File: config.mk
export PLATFORM = sky130hd
export DESIGN_NAME = printf_format_spec_scanner
export DESIGN_NICKNAME = d
export VERILOG_FILES = /design/src/hdl/pfss_pkg.sv /design/src/hdl/printf_format_spec_scanner.sv /design/src/hdl/pfss_front.sv /design/src/hdl/pfss_queue.sv /design/src/hdl/pfss_back.sv
export SDC_FILE = /design/constraint.sdc
export NUM_CORES = 1
export LEC_CHECK = 0
export ABC_AREA = 1
export BUFFER_PORTS_ARGS = -buffer_cell sky130_fd_sc_hd__buf_2
export CAP_MARGIN = 20
export CORE_MARGIN = 2
export CORE_UTILIZATION = 40
export CTS_BUF_LIST = sky130_fd_sc_hd__clkbuf_8
export DETAILED_ROUTE_END_ITERATION = 12
export GPL_TIMING_DRIVEN = 0
export HOLD_SLACK_MARGIN = 0.1
export PLACE_DENSITY_LB_ADDON = 0.3
export SYNTH_ARGS = -nofsm -noshare
export SYNTH_HDL_FRONTEND = slang
export SYNTH_SLANG_ARGS = --single-unit
File: constraint.sdc
create_clock -name clock -period 16.5 [get_ports clock]
set_clock_uncertainty 0.05 [all_clocks]
set_input_delay 3.3 -clock clock [delete_from_list [all_inputs] [get_ports clock]]
set_output_delay 3.3 -clock clock [all_outputs]
set_load 0.02 [all_outputs]
File: src/hdl/pfss_pkg.sv
package pfss_pkg;

   // Field widths of the request and response records.
   localparam int CHAR_W   = 8;
   localparam int SLOT_W   = 6;
   localparam int TEXT_W   = 12;
   localparam int STATUS_W = 4;
   localparam int COUNT_W  = 7;

   // Default sizing of the scanner.
   localparam int DEF_MAX_SLOTS      = 64;
   localparam int DEF_MAX_STRING_LEN = 4096;
   localparam int DEF_QUEUE_DEPTH    = 4;

   // Reset value of the slot limit register.
   localparam logic [COUNT_W-1:0] MAX_SPECS_RESET = COUNT_W'(64);

   // Characters the grammar looks for.
   localparam logic [CHAR_W-1:0] CH_PCT   = 8'h25;  // '%'
   localparam logic [CHAR_W-1:0] CH_DOT   = 8'h2E;  // '.'
   localparam logic [CHAR_W-1:0] CH_H     = 8'h68;  // 'h'
   localparam logic [CHAR_W-1:0] CH_L     = 8'h6C;  // 'l'
   localparam logic [CHAR_W-1:0] CH_UP_L  = 8'h4C;  // 'L'
   localparam logic [CHAR_W-1:0] CH_W     = 8'h77;  // 'w'
   localparam logic [CHAR_W-1:0] CH_Z     = 8'h7A;  // 'z'
   localparam logic [CHAR_W-1:0] CH_J     = 8'h6A;  // 'j'
   localparam logic [CHAR_W-1:0] CH_UP_I  = 8'h49;  // 'I'
   localparam logic [CHAR_W-1:0] CH_2     = 8'h32;  // '2'
   localparam logic [CHAR_W-1:0] CH_3     = 8'h33;  // '3'
   localparam logic [CHAR_W-1:0] CH_4     = 8'h34;  // '4'
   localparam logic [CHAR_W-1:0] CH_6     = 8'h36;  // '6'
   localparam logic [CHAR_W-1:0] CH_0     = 8'h30;  // '0'
   localparam logic [CHAR_W-1:0] CH_1     = 8'h31;  // '1'
   localparam logic [CHAR_W-1:0] CH_9     = 8'h39;  // '9'
   localparam logic [CHAR_W-1:0] CH_PLUS  = 8'h2B;  // '+'
   localparam logic [CHAR_W-1:0] CH_MINUS = 8'h2D;  // '-'
   localparam logic [CHAR_W-1:0] CH_SPACE = 8'h20;  // ' '
   localparam logic [CHAR_W-1:0] CH_HASH  = 8'h23;  // '#'

   // Record kinds.
   localparam logic KIND_SPEC   = 1'b0;
   localparam logic KIND_STATUS = 1'b1;

   // How the argument of a spec is saved.
   typedef enum logic [1:0] {
      CLS_DIRECT = 2'd0,
      CLS_STRING = 2'd1,
      CLS_ARRAY  = 2'd2,
      CLS_DUMMY  = 2'd3
   } pfss_class_type;

   // Status codes latched by the scanner.
   typedef enum logic [STATUS_W-1:0] {
      ST_OK         = 4'd0,
      ST_TOO_MANY   = 4'd1,
      ST_END_FLAGS  = 4'd2,
      ST_END_WIDTH  = 4'd3,
      ST_END_PREC   = 4'd4,
      ST_BAD_I3     = 4'd5,
      ST_BAD_I6     = 4'd6,
      ST_END_LENGTH = 4'd7,
      ST_BAD_PHASE  = 4'd8,
      ST_BAD_TYPE   = 4'd9
   } pfss_status_type;

   // One request: a byte of the format string.
   typedef struct packed {
      logic [CHAR_W-1:0] ch;
      logic              end_of_string;
   } pfss_req_type;

   // One response record.
   typedef struct packed {
      logic                record_kind;
      logic [1:0]          save_class;
      logic [SLOT_W-1:0]   slot_index;
      logic [TEXT_W-1:0]   text_start;
      logic [TEXT_W-1:0]   text_length;
      logic [STATUS_W-1:0] status;
      logic [COUNT_W-1:0]  error_index;
      logic [COUNT_W-1:0]  slot_count;
      logic                last_result;
   } pfss_rsp_type;

   // Work handed from the scanner to the record emitter: up to three records.
   typedef struct packed {
      logic                has_spec;
      logic                has_dummy;
      logic                has_status;
      pfss_class_type      save_class;
      logic [SLOT_W-1:0]   slot_index;
      logic [TEXT_W-1:0]   text_start;
      logic [TEXT_W-1:0]   text_length;
      logic [STATUS_W-1:0] status;
      logic [COUNT_W-1:0]  error_index;
      logic [COUNT_W-1:0]  slot_count;
   } pfss_job_type;

   // True when the character is a recognized type letter.
   function automatic logic type_known(input logic [CHAR_W-1:0] c);
      logic hit;
      case (c) inside
         8'h63, 8'h43, 8'h64, 8'h69, 8'h6F, 8'h75, 8'h78, 8'h58,
         8'h6D, 8'h66, 8'h65, 8'h45, 8'h67, 8'h47, 8'h6E, 8'h70,
         8'h73, 8'h53, 8'h74, 8'h41, 8'h42: hit = 1'b1;
         default:                          hit = 1'b0;
      endcase
      return hit;
   endfunction

   // Save class of a type letter; only meaningful when type_known is true.
   function automatic pfss_class_type type_class(input logic [CHAR_W-1:0] c);
      pfss_class_type cls;
      case (c) inside
         8'h73, 8'h53, 8'h74: cls = CLS_STRING;  // s S t
         8'h41, 8'h42:        cls = CLS_ARRAY;   // A B
         default:             cls = CLS_DIRECT;
      endcase
      return cls;
   endfunction

endpackage

File: src/hdl/printf_format_spec_scanner.sv
// Scanner for printf-style format strings, one byte per request.
// Request channel (req_valid/req_ready/req_data): a byte of the string and a flag
// marking the last byte. Response channel (rsp_valid/rsp_ready/rsp_data): spec
// records, a second counted-array record for A and B specs, and a status record
// on the last byte of each string; last_result marks the final record of a byte.
// csr_write_enable/csr_write_data set the slot limit (reset value 64); write it
// only while no string is in flight.
// Throughput: one byte per cycle while the queue is not full. The front scanner
// decides each byte as it is accepted; bytes that produce records hand a job to a
// four-entry queue, and the emitter sends one record per cycle while the receiver
// is ready; a byte with two or three records holds the emitter for each, and the
// queue absorbs the difference. A byte's job enters the queue as it is accepted;
// its first record moves from the queue head to the output register, which holds
// it when the receiver stalls; the queue fills and req_ready drops once it is full.
// Reset: synchronous; clears the scanner, the queue and the output, and sets the
// slot limit back to 64. After each status record the scanner starts a new string.
module printf_format_spec_scanner
   import pfss_pkg::*;
#(
   parameter int MAX_SLOTS      = DEF_MAX_SLOTS,
   parameter int MAX_STRING_LEN = DEF_MAX_STRING_LEN
) (
   input  logic               clock,
   input  logic               reset,
   input  logic               req_valid,
   output logic               req_ready,
   input  pfss_req_type       req_data,
   output logic               rsp_valid,
   input  logic               rsp_ready,
   output pfss_rsp_type       rsp_data,
   input  logic               csr_write_enable,
   input  logic [COUNT_W-1:0] csr_write_data
);

   logic         job_push;
   pfss_job_type job;
   logic         queue_full;
   logic         head_valid;
   logic         head_pop;
   pfss_job_type head;

   // Byte scanner and slot accounting.
   pfss_front #(
      .MAX_SLOTS      (MAX_SLOTS),
      .MAX_STRING_LEN (MAX_STRING_LEN)
   ) u_front (
      .clock            (clock),
      .reset            (reset),
      .req_valid        (req_valid),
      .req_ready        (req_ready),
      .req_data         (req_data),
      .csr_write_enable (csr_write_enable),
      .csr_write_data   (csr_write_data),
      .queue_full       (queue_full),
      .job_push         (job_push),
      .job              (job)
   );

   // Jobs waiting for the emitter.
   pfss_queue #(
      .DEPTH (DEF_QUEUE_DEPTH)
   ) u_queue (
      .clock      (clock),
      .reset      (reset),
      .push       (job_push),
      .push_job   (job),
      .full       (queue_full),
      .pop        (head_pop),
      .head_valid (head_valid),
      .head       (head)
   );

   // Record emitter with the output register.
   pfss_back u_back (
      .clock      (clock),
      .reset      (reset),
      .head_valid (head_valid),
      .head       (head),
      .head_pop   (head_pop),
      .rsp_valid  (rsp_valid),
      .rsp_ready  (rsp_ready),
      .rsp_data   (rsp_data)
   );

endmodule

File: src/hdl/pfss_front.sv
module pfss_front
   import pfss_pkg::*;
#(
   parameter int MAX_SLOTS      = DEF_MAX_SLOTS,
   parameter int MAX_STRING_LEN = DEF_MAX_STRING_LEN
) (
   input  logic               clock,
   input  logic               reset,
   input  logic               req_valid,
   output logic               req_ready,
   input  pfss_req_type       req_data,
   input  logic               csr_write_enable,
   input  logic [COUNT_W-1:0] csr_write_data,
   input  logic               queue_full,
   output logic               job_push,
   output pfss_job_type       job
);

   localparam int PW = $clog2(MAX_STRING_LEN);
   localparam logic [PW-1:0] POS_LAST = PW'(MAX_STRING_LEN - 1);
   localparam logic [PW:0]   STR_LEN  = (PW + 1)'(MAX_STRING_LEN);
   localparam int SlotCap = (MAX_SLOTS > 127) ? 127 : MAX_SLOTS;
   localparam logic [COUNT_W-1:0] SLOT_CAP = COUNT_W'(SlotCap);

   typedef enum logic [3:0] {
      PH_NORMAL, PH_PCT, PH_FLAGS, PH_WIDTH, PH_DOT, PH_PREC, PH_SIZE,
      PH_H, PH_L, PH_I, PH_I3, PH_I6, PH_TYPE
   } phase_type;

   typedef enum logic [2:0] {
      STG_NONE, STG_FLAGS, STG_WIDTH, STG_PREC, STG_SIZE, STG_TYPE
   } stage_type;

   phase_type          phase_ff, phase_in;
   logic [PW-1:0]      pos_ff, pos_in;
   logic [PW-1:0]      tstart_ff, tstart_in;
   logic               captured_ff, captured_in;
   logic [COUNT_W-1:0] used_ff, used_in;
   pfss_status_type    err_ff, err_in;
   logic [COUNT_W-1:0] err_idx_ff, err_idx_in;
   logic [COUNT_W-1:0] max_specs_ff, max_specs_in;

   logic               accept;
   logic               eos;
   logic [CHAR_W-1:0]  c;
   stage_type          stage;
   logic               take;
   phase_type          take_phase;
   pfss_status_type    take_code;
   logic               capture;
   logic               finish;
   logic               err_hit;
   pfss_status_type    err_code;
   logic               is_flag, is_wdig, is_dig;
   logic               size_hit;
   phase_type          size_next;
   logic               cls_ok;
   pfss_class_type     cls;
   logic [COUNT_W-1:0] limit;
   logic [PW-1:0]      pos_next;
   logic [PW-1:0]      start_eff;
   logic [PW-1:0]      text_len;
   logic [PW:0]        len_wrap;

   assign c         = req_data.ch;
   assign eos       = req_data.end_of_string;
   assign req_ready = !queue_full;
   assign accept    = req_valid && req_ready;

   // Character classes.
   assign is_flag = (c == CH_PLUS) || (c == CH_MINUS) || (c == CH_0) ||
                    (c == CH_SPACE) || (c == CH_HASH);
   assign is_wdig = (c >= CH_1) && (c <= CH_9);
   assign is_dig  = (c >= CH_0) && (c <= CH_9);
   assign cls_ok  = type_known(c);
   assign cls     = type_class(c);

   // Length modifier decode.
   always_comb begin
      size_hit  = 1'b1;
      size_next = PH_TYPE;
      case (c)
         CH_H:    size_next = PH_H;
         CH_L:    size_next = PH_L;
         CH_UP_L: size_next = PH_SIZE;
         CH_W:    size_next = PH_SIZE;
         CH_Z:    size_next = PH_TYPE;
         CH_J:    size_next = PH_TYPE;
         CH_UP_I: size_next = PH_I;
         default: size_hit  = 1'b0;
      endcase
   end

   // Slot limit, position arithmetic and the length of the spec text.
   assign limit     = (max_specs_ff < SLOT_CAP) ? max_specs_ff : SLOT_CAP;
   assign pos_next  = (pos_ff == POS_LAST) ? '0 : pos_ff + PW'(1);
   assign start_eff = captured_ff ? tstart_ff : pos_ff;
   assign len_wrap  = {1'b0, pos_next} + STR_LEN - {1'b0, start_eff};
   assign text_len  = (pos_next >= start_eff) ? (pos_next - start_eff) : PW'(len_wrap);

   // Grammar walk for one byte: decide which part of the spec it belongs to.
   always_comb begin
      stage      = STG_NONE;
      take       = 1'b0;
      take_phase = phase_ff;
      take_code  = ST_OK;
      capture    = 1'b0;
      finish     = 1'b0;
      err_hit    = 1'b0;
      err_code   = ST_OK;
      if (err_ff == ST_OK) begin
         case (phase_ff)
            PH_NORMAL: begin
               if (c == CH_PCT) begin
                  take       = 1'b1;
                  take_phase = PH_PCT;
               end
            end
            PH_PCT: begin
               if (c == CH_PCT) begin
                  take       = 1'b1;
                  take_phase = PH_NORMAL;
               end else begin
                  stage = STG_FLAGS;
               end
            end
            PH_FLAGS: stage = STG_FLAGS;
            PH_WIDTH: stage = STG_WIDTH;
            PH_DOT:   stage = STG_PREC;
            PH_PREC:  stage = STG_PREC;
            PH_SIZE:  stage = STG_SIZE;
            PH_H: begin
               if (c == CH_H) begin
                  take       = 1'b1;
                  take_phase = PH_TYPE;
                  take_code  = ST_END_LENGTH;
               end else begin
                  stage = STG_TYPE;
               end
            end
            PH_L: begin
               if (c == CH_L) begin
                  take       = 1'b1;
                  take_phase = PH_TYPE;
                  take_code  = ST_END_LENGTH;
               end else begin
                  stage = STG_TYPE;
               end
            end
            PH_I: begin
               if (c == CH_3) begin
                  take       = 1'b1;
                  take_phase = PH_I3;
                  take_code  = ST_END_LENGTH;
               end else if (c == CH_6) begin
                  take       = 1'b1;
                  take_phase = PH_I6;
                  take_code  = ST_END_LENGTH;
               end else begin
                  stage = STG_TYPE;
               end
            end
            PH_I3: begin
               if (c == CH_2) begin
                  take       = 1'b1;
                  take_phase = PH_TYPE;
                  take_code  = ST_END_LENGTH;
               end else begin
                  err_hit  = 1'b1;
                  err_code = ST_BAD_I3;
               end
            end
            PH_I6: begin
               if (c == CH_4) begin
                  take       = 1'b1;
                  take_phase = PH_TYPE;
                  take_code  = ST_END_LENGTH;
               end else begin
                  err_hit  = 1'b1;
                  err_code = ST_BAD_I6;
               end
            end
            PH_TYPE: stage = STG_TYPE;
            default: begin
               err_hit  = 1'b1;
               err_code = ST_BAD_PHASE;
            end
         endcase

         // Fall through the optional parts until one of them takes the byte.
         if (stage == STG_FLAGS) begin
            if (is_flag) begin
               take       = 1'b1;
               take_phase = PH_FLAGS;
               take_code  = ST_END_FLAGS;
               stage      = STG_NONE;
            end else begin
               stage = STG_WIDTH;
            end
         end
         if (stage == STG_WIDTH) begin
            if (is_wdig) begin
               take       = 1'b1;
               take_phase = PH_WIDTH;
               take_code  = ST_END_WIDTH;
               stage      = STG_NONE;
            end else if (c == CH_DOT) begin
               take       = 1'b1;
               take_phase = PH_DOT;
               take_code  = ST_END_PREC;
               stage      = STG_NONE;
            end else begin
               stage = STG_SIZE;
            end
         end
         if (stage == STG_PREC) begin
            if (is_dig) begin
               take       = 1'b1;
               take_phase = PH_PREC;
               take_code  = ST_END_PREC;
               stage      = STG_NONE;
            end else begin
               stage = STG_SIZE;
            end
         end
         if (stage == STG_SIZE) begin
            if (size_hit) begin
               take       = 1'b1;
               take_phase = size_next;
               take_code  = ST_END_LENGTH;
               capture    = 1'b1;
               stage      = STG_NONE;
            end else begin
               stage = STG_TYPE;
            end
         end
         if (stage == STG_TYPE) begin
            finish = 1'b1;
         end
      end
   end

   // Next state and the job for the record emitter.
   always_comb begin
      phase_in     = phase_ff;
      pos_in       = pos_ff;
      tstart_in    = tstart_ff;
      captured_in  = captured_ff;
      used_in      = used_ff;
      err_in       = err_ff;
      err_idx_in   = err_idx_ff;
      max_specs_in = csr_write_enable ? csr_write_data : max_specs_ff;
      job          = '0;
      if (accept) begin
         if (take) begin
            phase_in = take_phase;
            if (eos && take_code != ST_OK) begin
               err_in     = take_code;
               err_idx_in = used_ff;
            end
            if (capture) begin
               tstart_in   = pos_ff;
               captured_in = 1'b1;
            end
         end
         if (err_hit) begin
            err_in     = err_code;
            err_idx_in = used_ff;
         end
         // A known type letter closes the spec and claims one or two slots, as the limit allows.
         if (finish) begin
            if (!cls_ok) begin
               err_in     = ST_BAD_TYPE;
               err_idx_in = used_ff;
            end else begin
               if (used_ff >= limit) begin
                  err_in     = ST_TOO_MANY;
                  err_idx_in = used_ff + COUNT_W'(1);
               end else begin
                  job.has_spec    = 1'b1;
                  job.save_class  = cls;
                  job.slot_index  = SLOT_W'(used_ff);
                  job.text_start  = TEXT_W'(start_eff);
                  job.text_length = TEXT_W'(text_len);
                  used_in         = used_ff + COUNT_W'(1);
                  if (cls == CLS_ARRAY) begin
                     if (used_ff + COUNT_W'(1) >= limit) begin
                        err_in     = ST_TOO_MANY;
                        err_idx_in = used_ff + COUNT_W'(2);
                     end else begin
                        job.has_dummy = 1'b1;
                        used_in       = used_ff + COUNT_W'(2);
                     end
                  end
               end
               phase_in    = PH_NORMAL;
               captured_in = 1'b0;
               tstart_in   = '0;
            end
         end
         // The last byte reports status and starts a fresh string.
         if (eos) begin
            job.has_status  = 1'b1;
            job.status      = err_in;
            job.error_index = err_idx_in;
            job.slot_count  = (used_in < limit) ? used_in : limit;
            phase_in        = PH_NORMAL;
            pos_in          = '0;
            tstart_in       = '0;
            captured_in     = 1'b0;
            used_in         = '0;
            err_in          = ST_OK;
            err_idx_in      = '0;
         end else begin
            pos_in = pos_next;
         end
      end
   end

   assign job_push = accept && (job.has_spec || job.has_status);

   // Scanner state and the slot limit register.
   always_ff @(posedge clock) begin
      if (reset) begin
         phase_ff     <= PH_NORMAL;
         pos_ff       <= '0;
         tstart_ff    <= '0;
         captured_ff  <= 1'b0;
         used_ff      <= '0;
         err_ff       <= ST_OK;
         err_idx_ff   <= '0;
         max_specs_ff <= MAX_SPECS_RESET;
      end else begin
         phase_ff     <= phase_in;
         pos_ff       <= pos_in;
         tstart_ff    <= tstart_in;
         captured_ff  <= captured_in;
         used_ff      <= used_in;
         err_ff       <= err_in;
         err_idx_ff   <= err_idx_in;
         max_specs_ff <= max_specs_in;
      end
   end

   // The last byte leaves the scanner as after reset.
   assert property (@(posedge clock) disable iff (reset)
      accept && eos |=> phase_ff == PH_NORMAL && pos_ff == '0 && used_ff == '0 &&
                        err_ff == ST_OK && !captured_ff)
      else $error("scanner state not cleared after end of string");

   // Once an error is latched, later bytes other than the last change neither the error nor the slots.
   assert property (@(posedge clock) disable iff (reset)
      accept && err_ff != ST_OK && !eos |=>
         used_ff == $past(used_ff) && err_ff == $past(err_ff) &&
         err_idx_ff == $past(err_idx_ff))
      else $error("scanner state moved after a latched error");

   // A counted-array slot only follows an array spec.
   assert property (@(posedge clock) disable iff (reset)
      job_push && job.has_dummy |-> job.has_spec && job.save_class == CLS_ARRAY)
      else $error("dummy slot without its array spec");

endmodule

File: src/hdl/pfss_queue.sv
module pfss_queue
   import pfss_pkg::*;
#(
   parameter int DEPTH = DEF_QUEUE_DEPTH
) (
   input  logic         clock,
   input  logic         reset,
   input  logic         push,
   input  pfss_job_type push_job,
   output logic         full,
   input  logic         pop,
   output logic         head_valid,
   output pfss_job_type head
);

   localparam int PTR_W = (DEPTH > 1) ? $clog2(DEPTH) : 1;
   localparam int CNT_W = $clog2(DEPTH + 1);
   localparam logic [PTR_W-1:0] PTR_LAST = PTR_W'(DEPTH - 1);
   localparam logic [CNT_W-1:0] CNT_FULL = CNT_W'(DEPTH);

   pfss_job_type       entries_ff [DEPTH];
   logic [PTR_W-1:0]   wr_ptr_ff, wr_ptr_in;
   logic [PTR_W-1:0]   rd_ptr_ff, rd_ptr_in;
   logic [CNT_W-1:0]   count_ff, count_in;

   assign full       = (count_ff == CNT_FULL);
   assign head_valid = (count_ff != '0);
   assign head       = entries_ff[rd_ptr_ff];

   // Pointer and fill count update.
   always_comb begin
      wr_ptr_in = wr_ptr_ff;
      rd_ptr_in = rd_ptr_ff;
      count_in  = count_ff;
      if (push) begin
         wr_ptr_in = (wr_ptr_ff == PTR_LAST) ? '0 : wr_ptr_ff + PTR_W'(1);
      end
      if (pop) begin
         rd_ptr_in = (rd_ptr_ff == PTR_LAST) ? '0 : rd_ptr_ff + PTR_W'(1);
      end
      if (push && !pop) begin
         count_in = count_ff + CNT_W'(1);
      end else if (pop && !push) begin
         count_in = count_ff - CNT_W'(1);
      end
   end

   always_ff @(posedge clock) begin
      if (reset) begin
         wr_ptr_ff <= '0;
         rd_ptr_ff <= '0;
         count_ff  <= '0;
      end else begin
         wr_ptr_ff <= wr_ptr_in;
         rd_ptr_ff <= rd_ptr_in;
         count_ff  <= count_in;
      end
   end

   // Job storage needs no reset.
   always_ff @(posedge clock) begin
      if (push) begin
         entries_ff[wr_ptr_ff] <= push_job;
      end
   end

endmodule

File: src/hdl/pfss_back.sv
module pfss_back
   import pfss_pkg::*;
(
   input  logic         clock,
   input  logic         reset,
   input  logic         head_valid,
   input  pfss_job_type head,
   output logic         head_pop,
   output logic         rsp_valid,
   input  logic         rsp_ready,
   output pfss_rsp_type rsp_data
);

   logic         spec_done_ff, spec_done_in;
   logic         dummy_done_ff, dummy_done_in;
   logic         rsp_valid_ff, rsp_valid_in;
   pfss_rsp_type rsp_data_ff, rsp_data_in;
   pfss_rsp_type rec;
   logic         rec_last;
   logic         rem_spec, rem_dummy;
   logic         load;

   assign rem_spec  = head.has_spec && !spec_done_ff;
   assign rem_dummy = head.has_dummy && !dummy_done_ff;

   // Pick the next record of the head job: spec, then dummy slot, then status.
   always_comb begin
      rec          = '0;
      rec.record_kind = KIND_SPEC;
      rec_last     = 1'b1;
      if (rem_spec) begin
         rec.save_class  = head.save_class;
         rec.slot_index  = head.slot_index;
         rec.text_start  = head.text_start;
         rec.text_length = head.text_length;
         rec_last        = !head.has_dummy && !head.has_status;
      end else if (rem_dummy) begin
         rec.save_class = CLS_DUMMY;
         rec.slot_index = head.slot_index + SLOT_W'(1);
         rec_last       = !head.has_status;
      end else begin
         rec.record_kind = KIND_STATUS;
         rec.status      = head.status;
         rec.error_index = head.error_index;
         rec.slot_count  = head.slot_count;
      end
      rec.last_result = rec_last;
   end

   assign load     = head_valid && (!rsp_valid_ff || rsp_ready);
   assign head_pop = load && rec_last;

   // Output register and progress through the head job.
   always_comb begin
      spec_done_in  = spec_done_ff;
      dummy_done_in = dummy_done_ff;
      rsp_data_in   = rsp_data_ff;
      rsp_valid_in  = rsp_valid_ff && !rsp_ready;
      if (load) begin
         rsp_valid_in = 1'b1;
         rsp_data_in  = rec;
         if (rec_last) begin
            spec_done_in  = 1'b0;
            dummy_done_in = 1'b0;
         end else if (rem_spec) begin
            spec_done_in = 1'b1;
         end else begin
            dummy_done_in = 1'b1;
         end
      end
   end

   always_ff @(posedge clock) begin
      if (reset) begin
         spec_done_ff  <= 1'b0;
         dummy_done_ff <= 1'b0;
         rsp_valid_ff  <= 1'b0;
      end else begin
         spec_done_ff  <= spec_done_in;
         dummy_done_ff <= dummy_done_in;
         rsp_valid_ff  <= rsp_valid_in;
      end
      rsp_data_ff <= rsp_data_in;
   end

   assign rsp_valid = rsp_valid_ff;
   assign rsp_data  = rsp_data_ff;

   // The status record is always the last one of its request.
   assert property (@(posedge clock) disable iff (reset)
      rsp_valid && rsp_data.record_kind == KIND_STATUS |-> rsp_data.last_result)
      else $error("status record not marked last");

   // The counted-array slot carries no text.
   assert property (@(posedge clock) disable iff (reset)
      rsp_valid && rsp_data.record_kind == KIND_SPEC && rsp_data.save_class == CLS_DUMMY
         |-> rsp_data.text_start == '0 && rsp_data.text_length == '0)
      else $error("dummy slot record carries text");

   // A job is retired only when there is one.
   assert property (@(posedge clock) disable iff (reset)
      head_pop |-> head_valid)
      else $error("job retired from an empty queue");

endmodule
Yosys cells after proc, flatten, opt, wreduce, memory -nomap -nowiden
Memories as Yosys holds them, arrays and structs flattened. A register that Yosys moved wholly into a read port is not among the register bits.
Cells that the tools add are included.
{"block": "classes", "n_addsub": 11, "order_cmp": 8, "n_eq_ne": 62, "n_mux": 169, "reduce_logical": 45}
{"op": "$eq 8x7->1 const B", "count": 28}
{"op": "$mux 4", "count": 45}
{"op": "$mux 7", "count": 18}
{"op": "$mux 12", "count": 9}
{"op": "$mux 32", "count": 3}
{"op": "$eq 8x6->1 const B", "count": 11}
{"op": "$mux 3", "count": 26}
{"op": "$mux 53", "count": 1}
{"op": "$mux 1", "count": 47}
{"op": "$pmux 4 s7", "count": 1}
{"op": "$pmux 3 s9", "count": 1}
{"op": "$add 12x1->12 const B", "count": 2}
{"op": "$sub 12x12->12", "count": 2}
{"op": "$reduce_or 21->1", "count": 1}
{"op": "$eq 4x4->1 const B", "count": 5}
{"op": "$mux 2", "count": 10}
{"op": "$pmux 4 s5", "count": 1}
{"op": "$mux 18", "count": 1}
{"op": "$eq 4x3->1 const B", "count": 4}
{"op": "$ge 8x6->1 const B", "count": 2}
{"op": "$mux 8", "count": 2}
{"op": "$pmux 4 s4", "count": 1}
{"op": "$ge 7x7->1", "count": 2}
{"op": "$logic_and 1x1->1", "count": 13}
{"op": "other kinds (32)", "count": 59}
{"block": "word_totals", "reg_bits": 116, "ramBits": 212, "out_inout_bits": 54, "word_cells": 319, "memories": 1}
{"memory": "u_queue.entries_ff", "words": 4, "word_bits": 53, "read_ports": 1, "rd_clocked_by_memory_dff": 1, "wr": 1, "line": "pfss_queue.sv:21", "rtl": "pfss_job_type entries_ff [DEPTH];"}

Longest topological paths before layout
{"block": "depth", "word_depth": 35, "mapped_depth": 29}

Cells and area by module
From an unflattened synthesis, not the netlist that was laid out.
{"block": "unflattened", "hier_cells": 1715, "hier_area_um2": 16321.9}
{"mod": "pfss_queue", "n_inst": 1, "cells_per_inst": 573, "area_per_inst_um2": 8495.6}
{"mod": "pfss_front", "n_inst": 1, "cells_per_inst": 937, "area_per_inst_um2": 5569.1}
{"mod": "pfss_back", "n_inst": 1, "cells_per_inst": 205, "area_per_inst_um2": 2257.2}

Least setup slack after synthesis
No wires, ideal clock.
{"block": "synth_timing", "path_kind": "input port to flip-flop", "from": "input req_data[7] (netlist name)", "to": "memory u_queue.entries_ff[0][0] (netlist name), enable pin", "setup_time_ns": 0.464, "arrival_time_ns": 7.387, "setup_slack_ns": 8.599, "path_stages": 17, "n_path_buf": 0, "cell_sequence": "inv_1 > nand2_1 > nor2_4 > nand2_1 > nand3_2 > nand2_2 > nor2_8 > nand4_1 > nand2_1 > nand4_2 > nand3_4 > nand2_1 > nor2_4 > nand2_4 > nor3_4 > nor2_2 > nor2_1"}
{"element": "from (decl)", "line": "printf_format_spec_scanner.sv:27", "rtl": "input pfss_req_type req_data,"}
{"element": "to (decl)", "line": "pfss_queue.sv:21"}

==> reports/results.txt <==
RePlAce Congestion: 0.911
Pre-antenna DRT Iters: 6
fin crit share: 0.431
worst skew pair latency: 600 ps
# rows: 73
Max-cap violations: 0
Mapped Cells: 1,680
post_cts resized: 0
RSZ-0062 raised after global routing: no
worst-margin pin slew: 1090 ps
DRC violation count after routing: 0
hold path start: u_front.pos_ff[6]$_SDFFE_PP0P_
Peak VDD IR: 0.0000669 V
Most common cell on crit path: nor2_1
Tmin final: 7100 ps
Die Span X: 204 µm
Rel. slew slack: 0.270
Worst EP arrival: 7340 ps
share of layout cells above drive strength 1: 0.131
FF-to-FF path depth: 24
status: completed
Critical Path End Type: register
Syn Nets: 1,745
f_max: 141 MHz
cell area after synthesis: 0.0160 mm²
sequential share of the synthesized area: 0.580
Max stage delay on crit path: 470 ps
Final HPWL DP: 28,500 µm
Final #Nets: 1,880
Reg2Reg Setup Slack: 11,020 ps
Internal Power: 1.58 mW
pin count of the biggest net entering global routing: 36
H-tree levels: 2
Pleak: 6.97 nW
clk sinks: 330
synthesis-stage register bit count: 330
EDFF count, synth: 264
Synth Area per Inst: 9.50 µm²
Setup TNS: 0 ps
Clock Power Share: 0.249
commonest non-fill, non-tap cell in the layout: nor2_1
CP Launch Point: req_data[7]
Port Buffer Count: 74
CP Max Fanout: 10
via/cell ratio: 5.12
final std cells w/o fill: 2,382
Die Footprint: 0.0415 mm²
placed cell count: 2,288
initial antenna violation count: 2
final WL: 40,000 µm
gr usage total: 0.195
Clock Root Buffer: clkbuf_8
ANT cells: 0
Num CTS Buffers: 50
share of power burned in registers: 0.429
asr flop ratio synth: 0
vias in the first global route: 11,500
initial core utilization: 0.403
grt total ovfl: 0
worst hold path class: register to register
commonest cells after routing, fill and taps aside: nor2_1, edfxtp_1, nand2_1
first-pass GRT wire length: 63,400 µm
CP required: 16,740 ps
Die Y: 204 µm
Critical Path Source Type: primary input
slowest stage cell, crit path: nor2_1
area grow syn2layout: 13.8%
setup violators final: 0
Worst Hold End: u_front.pos_ff[6]$_SDFFE_PP0P_
Core Box Area: 0.0395 mm²
Worst Setup Path Type: primary input to register
CTS clk-pin slew, worst paths: 60 ps
Ports: 75
post-CTS setup buffers: 0
prevailing post-synth register cell: edfxtp_1
Fin. Hold Viols: 0
Worst R2R Start: u_front.used_ff[2]$_SDFFE_PP0P_
Avg WL per Cell: 16.8 µm
Initial DRC Count: 1,005
via count: 12,200
r2r endpoint: u_queue.entries_ff[2][6]$_DFFE_PP_
clock buffer depth: 3
DRT antenna net count: 0
Comb power frac: 0.322
synth warn: 0
Switching Fraction: 0.370
Psw: 0.927 mW
Hold Path Depth: 2
Hold-fix buffers, CTS: 0
Slew Viols, Final: 0
fill count: 3,771
power density over the cells: 138 mW/mm²
Synth cell types: 59
CTS tree: built
## metrics by stage
step	utilization	hold slack, ps	cell area (µm²)	total power [mW]	setup slack [ps]
2_1_floorplan	-	380	16000	1.62	8600
3_3_place_gp	0.429	402	17000	1.89	6170
3_5_place_dp	0.435	412	17200	1.91	8820
4_1_cts	0.459	421	18100	2.54	9450
5_1_grt	0.459	437	18100	2.66	9080
6_report	0.459	420	18100	2.51	9400
## power by group through the flow
stage / Sequential [mW] / Combinational (mW) / Clock, mW
2_1_floorplan: 1.19 / 0.427 / 0
3_3_place_gp: 1.10 / 0.786 / 0
3_5_place_dp: 1.09 / 0.816 / 0
4_1_cts: 1.08 / 0.819 / 0.640
5_1_grt: 1.08 / 0.905 / 0.676
6_report: 1.07 / 0.808 / 0.625
## layout make-up
cell class / instances / area [µm²] / area share
tap: 525 / 657 / 0.0362
clock inverter: 38 / 165 / 0.00910
multi-input combinational: 1141 / 5930 / 0.327
clock buffer: 56 / 771 / 0.0425
buffer: 68 / 282 / 0.0155
inverter: 141 / 532 / 0.0293
sequential: 330 / 9250 / 0.510
timing repair buffer: 83 / 566 / 0.0312
## synth_stat cells, types with 3 or more instances
| master | number | area, µm² |
|---|---|---|
| nor2_2 | 5 | 31.3 |
| nand3_2 | 9 | 90.1 |
| a21oi_2 | 5 | 43.8 |
| o21ai_0 | 157 | 786 |
| o21ai_1 | 10 | 50.1 |
| buf_2 | 6 | 30.0 |
| ha_1 | 42 | 526 |
| nand4_1 | 8 | 50.1 |
| nand2_1 | 259 | 972 |
| nand2_4 | 7 | 78.8 |
| a22oi_1 | 4 | 30.0 |
| xor2_1 | 13 | 114 |
| o21ai_2 | 4 | 35.0 |
| o21bai_1 | 4 | 30.0 |
| dfxtp_1 | 66 | 1320 |
| o22ai_1 | 10 | 62.6 |
| a211oi_1 | 3 | 22.5 |
| a32oi_1 | 4 | 35.0 |
| o211ai_1 | 16 | 120 |
| nand3_1 | 30 | 150 |
| a31oi_1 | 4 | 25.0 |
| a21oi_1 | 149 | 746 |
| o211ai_2 | 3 | 37.5 |
| nand3_4 | 4 | 70.1 |
| edfxtp_1 | 264 | 7930 |
| nor2_4 | 5 | 56.3 |
| inv_2 | 16 | 60.1 |
| nand2_2 | 15 | 93.8 |
| buf_1 | 6 | 22.5 |
| clkbuf_1 | 53 | 199 |
| nor3_1 | 6 | 30.0 |
| inv_1 | 122 | 458 |
| nor3b_1 | 5 | 37.5 |
| nor4_1 | 5 | 31.3 |
| o21a_1 | 3 | 22.5 |
| nor2_1 | 324 | 1220 |
## state kept, by name, summed over array words and instances (netlist names), 3 cells and up, named ones only
| register | count |
|---|---|
| u_front.max_specs_ff | 7 |
| u_front.err_idx_ff | 7 |
| u_front.phase_ff | 4 |
| u_back.rsp_data | 52 |
| u_front.err_ff | 4 |
| u_queue.entries_ff | 212 |
| u_front.pos_ff | 12 |
| u_front.tstart_ff | 12 |
| u_queue.count_ff | 3 |
| u_front.used_ff | 7 |
## cells by family after synthesis
kind of cell	share of synthesized area
xor gates and xnor gates	0.00769
AOI/OAI and AO/OA	0.134
and+or+nand+nor	0.192
muxes	0.000627
buffers and inverters	0.0510
adders and majority gates	0.0354
DFF	0.580
## worst max-delay path, delay by kind of cell
| family | cells | cell delay (ps) |
|---|---|---|
| AO/OA/AOI/OAI | 3 | 660 |
| adder cells (fa/ha/maj) | 1 | 310 |
| buffers and inverters | 5 | 430 |
| AND/OR/NAND/NOR | 18 | 2610 |
## how the worst max path moves through the flow
stage / endpoint / slack [ps]
2_1_floorplan: u_queue.entries_ff[0][0]$_DFFE_PP_ / 8600
3_3_place_gp: u_queue.entries_ff[1][22]$_DFFE_PP_ / 6170
3_5_place_dp: u_queue.entries_ff[3][6]$_DFFE_PP_ / 8820
4_1_cts: u_queue.entries_ff[2][6]$_DFFE_PP_ / 9450
5_1_grt: u_queue.entries_ff[2][6]$_DFFE_PP_ / 9080
6_report: u_queue.entries_ff[2][6]$_DFFE_PP_ / 9400
## per-layer routing
metal / track usage / wire [µm] / up-vias
met5: 0 / 13 / -
met4: 0.0547 / 673 / 2
met3: 0.0273 / 2520 / 51
met2: 0.315 / 18700 / 372
met1: 0.274 / 18100 / 5744
li1: - / - / 6025
No activity file was read; power rests on OpenSTA's default activity.
